`src/design/hnm_pkg.sv`:
```
// Shared types, constants and bit-count helpers for the Hamming nearest-match core.
package hnm_pkg;

    localparam int DESC_W    = 256;
    localparam int WORD_W    = 64;
    localparam int NUM_WORDS = 4;
    localparam int BYTE_W    = 8;
    localparam int LIMIT_W   = 9;
    localparam int QIDX_W    = 16;
    localparam int RIDX_W    = 10;
    localparam int POP_W     = 7;
    localparam int DIST_W    = 9;
    localparam int APB_DW    = 32;

    localparam logic [LIMIT_W-1:0] LIMIT_RESET = 9'd60;

    // Register index of distance_limit
    localparam logic REG_LIMIT = 1'b0;

    typedef logic [LIMIT_W-1:0] limit_t;
    typedef logic [QIDX_W-1:0]  qidx_t;
    typedef logic [RIDX_W-1:0]  ref_index_t;
    typedef logic [POP_W-1:0]   pop_t;
    typedef logic [DIST_W-1:0]  dist_t;
    typedef logic [3:0]         pop8_t;

    typedef enum logic [1:0] {
        OP_APPEND = 2'd0,
        OP_QUERY  = 2'd1,
        OP_CLEAR  = 2'd2
    } op_t;

    typedef enum logic [1:0] {
        ST_IDLE   = 2'd0,
        ST_SCAN   = 2'd1,
        ST_DRAIN  = 2'd2,
        ST_FINISH = 2'd3
    } state_t;

    typedef struct packed {
        logic append_wr;
        logic clear;
        logic query_start;
        logic scan_issue;
        logic result_load;
    } ctrl_cmd_t;

    typedef struct packed {
        logic store_empty;
        logic scan_last;
        logic scan_done;
        logic found;
        logic out_busy;
    } dp_status_t;

    function automatic pop8_t pop8(input logic [BYTE_W-1:0] b);
        pop8_t n;
        n = '0;
        for (int i = 0; i < BYTE_W; i++)
        begin
            n = n + pop8_t'(b[i]);
        end
        return n;
    endfunction

    function automatic pop_t pop64(input logic [WORD_W-1:0] w);
        pop_t n;
        n = '0;
        for (int i = 0; i < WORD_W / BYTE_W; i++)
        begin
            n = n + pop_t'(pop8(w[BYTE_W*i +: BYTE_W]));
        end
        return n;
    endfunction

endpackage

```
`src/design/hnm_ctrl.sv`:
```
// Controller state machine: request decode and query sequencing.
module hnm_ctrl (
    input  logic                   clk,
    input  logic                   rst_n,
    input  logic                   in_valid,
    input  logic [1:0]             operation,
    input  hnm_pkg::dp_status_t    status,
    output logic                   in_ready,
    output hnm_pkg::ctrl_cmd_t     cmd
);

    hnm_pkg::state_t state_reg;
    hnm_pkg::state_t state_next;
    hnm_pkg::op_t    op;
    logic            accept;

    assign op     = hnm_pkg::op_t'(operation);
    assign accept = in_valid && (state_reg == hnm_pkg::ST_IDLE);

    always_ff @(posedge clk or negedge rst_n)
    begin
        if (!rst_n)
        begin
            state_reg <= hnm_pkg::ST_IDLE;
        end
        else
        begin
            state_reg <= state_next;
        end
    end

    // Next state
    always_comb
    begin
        state_next = state_reg;
        case (state_reg)
            hnm_pkg::ST_IDLE:
            begin
                if (accept && (op == hnm_pkg::OP_QUERY))
                begin
                    state_next = status.store_empty ? hnm_pkg::ST_FINISH : hnm_pkg::ST_SCAN;
                end
            end
            hnm_pkg::ST_SCAN:
            begin
                if (status.scan_last)
                begin
                    state_next = hnm_pkg::ST_DRAIN;
                end
            end
            hnm_pkg::ST_DRAIN:
            begin
                if (status.scan_done)
                begin
                    state_next = hnm_pkg::ST_FINISH;
                end
            end
            hnm_pkg::ST_FINISH:
            begin
                if (!status.found || !status.out_busy)
                begin
                    state_next = hnm_pkg::ST_IDLE;
                end
            end
            default:
            begin
                state_next = hnm_pkg::ST_IDLE;
            end
        endcase
    end

    // Outputs
    always_comb
    begin
        in_ready            = 1'b0;
        cmd                 = '0;
        case (state_reg)
            hnm_pkg::ST_IDLE:
            begin
                in_ready        = 1'b1;
                cmd.append_wr   = accept && (op == hnm_pkg::OP_APPEND);
                cmd.clear       = accept && (op == hnm_pkg::OP_CLEAR);
                cmd.query_start = accept && (op == hnm_pkg::OP_QUERY);
            end
            hnm_pkg::ST_SCAN:
            begin
                cmd.scan_issue  = 1'b1;
            end
            hnm_pkg::ST_FINISH:
            begin
                cmd.result_load = status.found && !status.out_busy;
            end
            default:
            begin
                cmd = '0;
            end
        endcase
    end

endmodule

```
`config.mk`:
```
export PLATFORM = sky130hd
export DESIGN_NAME = hnm_ctrl
export DESIGN_NICKNAME = d
export VERILOG_FILES = /design/src/design/hnm_pkg.sv /design/src/design/hnm_ctrl.sv
export SDC_FILE = /design/constraint.sdc
export NUM_CORES = 1
export LEC_CHECK = 0
export BUFFER_PORTS_ARGS = -buffer_cell sky130_fd_sc_hd__buf_2
export CAP_MARGIN = 15
export CORE_AREA = 2 2 39 41
export CTS_CLUSTER_DIAMETER = 150
export DETAILED_ROUTE_END_ITERATION = 10
export DIE_AREA = 0 0 41 43
export HOLD_SLACK_MARGIN = 0.1
export PLACE_DENSITY = 0.44
export SETUP_SLACK_MARGIN = 0.4
export SYNTH_ARGS = -nofsm -noshare
export SYNTH_HDL_FRONTEND = slang
export SYNTH_SLANG_ARGS = --single-unit
```
`constraint.sdc`:
```
create_clock -name clk -period 1.59 [get_ports clk]
set_input_delay 0.477 -clock clk [delete_from_list [all_inputs] [get_ports clk]]
set_output_delay 0.477 -clock clk [all_outputs]
set_load 0.05 [all_outputs]
```
# --- After elaboration in Yosys (flattened, before gate mapping) ---
# Index checks and enable logic that the tools add are counted.
classes:
  addsub: 0
  order_cmp: 0
  bitwise: 0
  n_eq_ne: 9
  div_mod_pow: 0
  multipliers: 0
  mux: 10
  shifts: 0
  reduce_logical: 11
ops:
  columns: ["cell", "n"]
  rows:
  - ["$mux W2", 5]
  - ["$pmux W2 S4", 1]
  - ["$eq A2 B2 Y1 const B", 3]
  - ["$ne A2 B2 Y1 const B", 3]
  - ["$logic_and A1 B1 Y1", 5]
  - ["$eq A2 B1 Y1 const B", 2]
  - ["$logic_not A2 Y1", 2]
  - ["$reduce_and A4 Y1", 1]
  - ["$mux W1", 3]
  - ["$mux W3", 1]
  - ["$logic_not A1 Y1", 2]
  - ["$ne A2 B1 Y1 const B", 1]
  - ["$logic_or A1 B1 Y1", 1]
word_totals:
  output_inout_bits: 6
  latchBits: 0
  mem_count: 0
  romBits: 0
  inputBits: 10
  ram_bits: 0
  regBits: 2
  word_cells: 31

# --- Longest topological paths before layout ---
logic_depth:
  depth_word: 5
  depth_mapped: 5
  ltp_nobuf: 5

# --- Worst setup path before layout ---
# Ideal clock, no wire load.
synth_timing:
  path_type: "register to output"
  from: "reg state_reg[0]"
  to: "out cmd[3] (netlist bit)"
  n_path_buf: 0
  arrival_time_ps: 2337
  path_stages_with_launch: 5
  slack_ps: -1224
  required_ps: 1113
  cell_sequence: "dfrtp_1 > inv_1 > ha_1 > nand2_1 > nor3b_1"
synth_rtl:
  columns: ["element", "line_no", "text"]
  rows:
  - ["start: declaration", "hnm_ctrl.sv:12", "hnm_pkg::state_t state_reg;"]
  - ["start signal: assignment", "hnm_ctrl.sv:24", "state_reg <= hnm_pkg::ST_IDLE;"]
  - ["start signal: assignment", "hnm_ctrl.sv:28", "state_reg <= state_next;"]
  - ["end: declaration", "hnm_ctrl.sv:9", "output hnm_pkg::ctrl_cmd_t cmd"]

==> impl_metrics.ini <==
[clock_tree]
tritoncts_clock_tree = built
clock-sinks = 2
cts-root-buf = sky130_fd_sc_hd__clkbuf_4
tritoncts.num_buffers = 3
clock_latency_ns = 0.22
maximum_number_of_buffers_from_clock_root_to_sink = 2
clk_transition_reported_paths_ns = 0.03
htree_num_levels = 1

[floorplanning]
row_count = 14
boundaryPins = 16
floorplan.initialDensity_pct = 15.6
die_height_um = 43
die_area_um2 = 1760
die_width_um = 41
core_region_area_um2 = 1380

[synth]
syn_avg_cell_area_um2 = 8.97
seq_area_frac_synth_pct = 23.3
yosys.cell_types.count = 14
synthesis.yosys.warnings = 0
mappedNetlistArea_um2 = 215
syn_nets = 38
synth_seq_cells = 2
synthesis.instances = 24

[sta]
timing.final.crit_period_ns = 1.73
hold-worst-slack_ns = 0.554
timing.slew.headroom_pct = 86.6
finalHoldViolCount = 0
timing.fmax_mhz = 578
worstMarginPinSlew_ns = 0.201
postLayoutSetupSlackWorst_ns = -0.141
grt_setup_unrepaired = yes
final_min_period_over_clock_period_pct = 109
report.final.slew_viol_count = 0
clock-skew-final_ns = 0.000718
finalSetupViolations = 6

[critical_path]
crit_buf_inv = 2
cp.depth = 5
worst_setup_path_start_kind = flop
worst-endpoint-arrival_ns = 1.25
cp_slowest_stage_delay_ns = 0.37
critPathMaxFanout = 3
timing.critical_path.slowest_stage_cell = sky130_fd_sc_hd__dfrtp_1
cp_top_family = flip-flops
critPathRequiredTime_ns = 1.11
path_cells = inv_2, ha_4, nand2_4, nor3b_4, buf_6
worst_reg2reg_path_length_in_cells = 8
critPathCaptureType = output port
worstSetupPathType = flop to output port

[power_and_ir_drop]
power.density_cell_area_nw_per_um2 = 1910
leakagePower_nw = 0.280
vdd.ir_drop.worst_mv = 0.865

[outcome]
run_status = finished, violations left
violations_in_the_final_reports = negative setup slack

[final_layout]
most-common-layout-cells = 9 x sky130_fd_sc_hd__buf_2, 6 x sky130_fd_sc_hd__buf_6, 6 x sky130_fd_sc_hd__buf_4
largest_register_ffs = 2
fillers = 133
area_growth_syn_to_layout_pct = 173
drive_gt1_share_pct = 79.2
sequential_area_um2 = 50.0
mostFrequentLayoutCell = sky130_fd_sc_hd__buf_2
antennaDiodeCount = 0
area_taken_by_multi_input_logic_gates_um2 = 249
num-nets-final = 69

[grt]
grt_pass1_wl_um = 917
overflow = 0
first_global_vias = 264
grt_use_total_pct = 7.63
antenna_violations_before_repair = 0
grt_start_max_net_pins = 4

[routing]
antenna_left = 0
initialDrtViolationCount = 0
vias = 272
iteration_count_of_the_initial_detailed_routing_pass = 1
drc = 0
viasPerCell = 3.94
routed_wl_um = 578
avgRoutedWirePerCell_um = 8.38

[place]
place_worst_setup_slack_ns = -0.0292
final_weighted_congestion_of_routability_driven_global_placement = 0.646
hpwl_after_detailed_placement_um = 441
port_buffers = 15

[min_path]
whs_path_depth = 3
worstHoldPathType = primary input to flop

[job]
max_cap_viol_count = 0
report_power, final:
part	switching, W	total [W]	internal, W
sequential	0.0000161	0.0000966	0.0000805
combinational	0.000431	0.000910	0.000479
clock	0.0000288	0.000112	0.0000833
total	0.000476	0.00112	0.000643
cells in the mapped netlist:
library cell	number	area, um^2
sky130_fd_sc_hd__ha_1	4	50.1
sky130_fd_sc_hd__inv_1	4	15.0
sky130_fd_sc_hd__dfrtp_1	2	50.1
sky130_fd_sc_hd__mux2i_1	2	20.0
sky130_fd_sc_hd__nand2_1	2	7.51
sky130_fd_sc_hd__nand2b_1	2	12.5
sky130_fd_sc_hd__a21boi_1	1	7.51
sky130_fd_sc_hd__and4b_1	1	10.0
sky130_fd_sc_hd__nand3_1	1	5.00
sky130_fd_sc_hd__nand4_1	1	6.26
sky130_fd_sc_hd__nor2_1	1	3.75
sky130_fd_sc_hd__nor3_1	1	5.00
sky130_fd_sc_hd__nor3b_1	1	7.51
sky130_fd_sc_hd__o2111ai_2	1	15.0
cell type report:
cell class | count | share of cell area, %
multi-input cells | 18 | 42.4
repair buffers | 26 | 38.8
flip-flops and latches | 2 | 8.53
clock buffers | 3 | 3.84
well taps | 16 | 3.41
inverters | 4 | 2.99
worst paths after layout:
kind                               from  slack (ns)            to
min                           status[4]        0.55  state_reg[1]
min reg2reg                state_reg[0]        0.65  state_reg[0]
min in group asynchronous         rst_n        0.56  state_reg[1]
max                        state_reg[1]       -0.14        cmd[3]
max reg2reg                state_reg[1]        0.17  state_reg[1]
max in group asynchronous         rst_n        0.93  state_reg[0]
worst register-to-register path: cells and delay by family, from the launching register on:
| family | cells | cell delay (ns) |
|---|---|---|
| buffers and inverters | 5 | 0.40 |
| DFF | 1 | 0.37 |
| adders and majority gates | 1 | 0.15 |
| AOI/OAI and AO/OA | 1 | 0.21 |
| muxes | 1 | 0.21 |
layer usage:
| metal | up-vias | GRT usage (%) | share of wire, % |
|---|---|---|---|
| met3 | 0 | 0 | 8.1 |
| met4 | 0 | 6.00 | 0 |
| met1 | 119 | 8.68 | 35 |
| met2 | 11 | 12.5 | 56 |
| li1 | 142 | - | - |
| met5 | - | 0 | 0 |
metrics by stage:
stage	utilization (%)	TNS (ns)	total power (W)	cells	area, um^2
2_1_floorplan	-	-0.421	0.000533	24	267
3_3_place_gp	29.4	-0.0199	0.000705	61	407
3_5_place_dp	29.4	-0.0292	0.000709	61	407
4_1_cts	39.4	-0.531	0.00105	67	546
5_1_grt	42.4	-0.858	0.00121	69	587
6_report	42.4	-0.555	0.00112	69	587
what timing repair did:
action	in CTS	in global routing
gates resized for setup	23	7
hold buffers	1	0
pin swaps	4	2
hold endpoints to repair	2	0
buffers inserted	2	2
setup endpoints to repair	8	8
kinds of logic after synthesis:
| family | synth area share, % |
|---|---|
| buffers and inverters | 6.97 |
| adder cells (fa/ha/maj) | 23.3 |
| multiplexers | 9.30 |
| AO/OA/AOI/OAI | 10.5 |
| flip-flops | 23.3 |
| AND/OR/NAND/NOR | 26.7 |
Note: power is estimated with default switching activity, not from simulation.
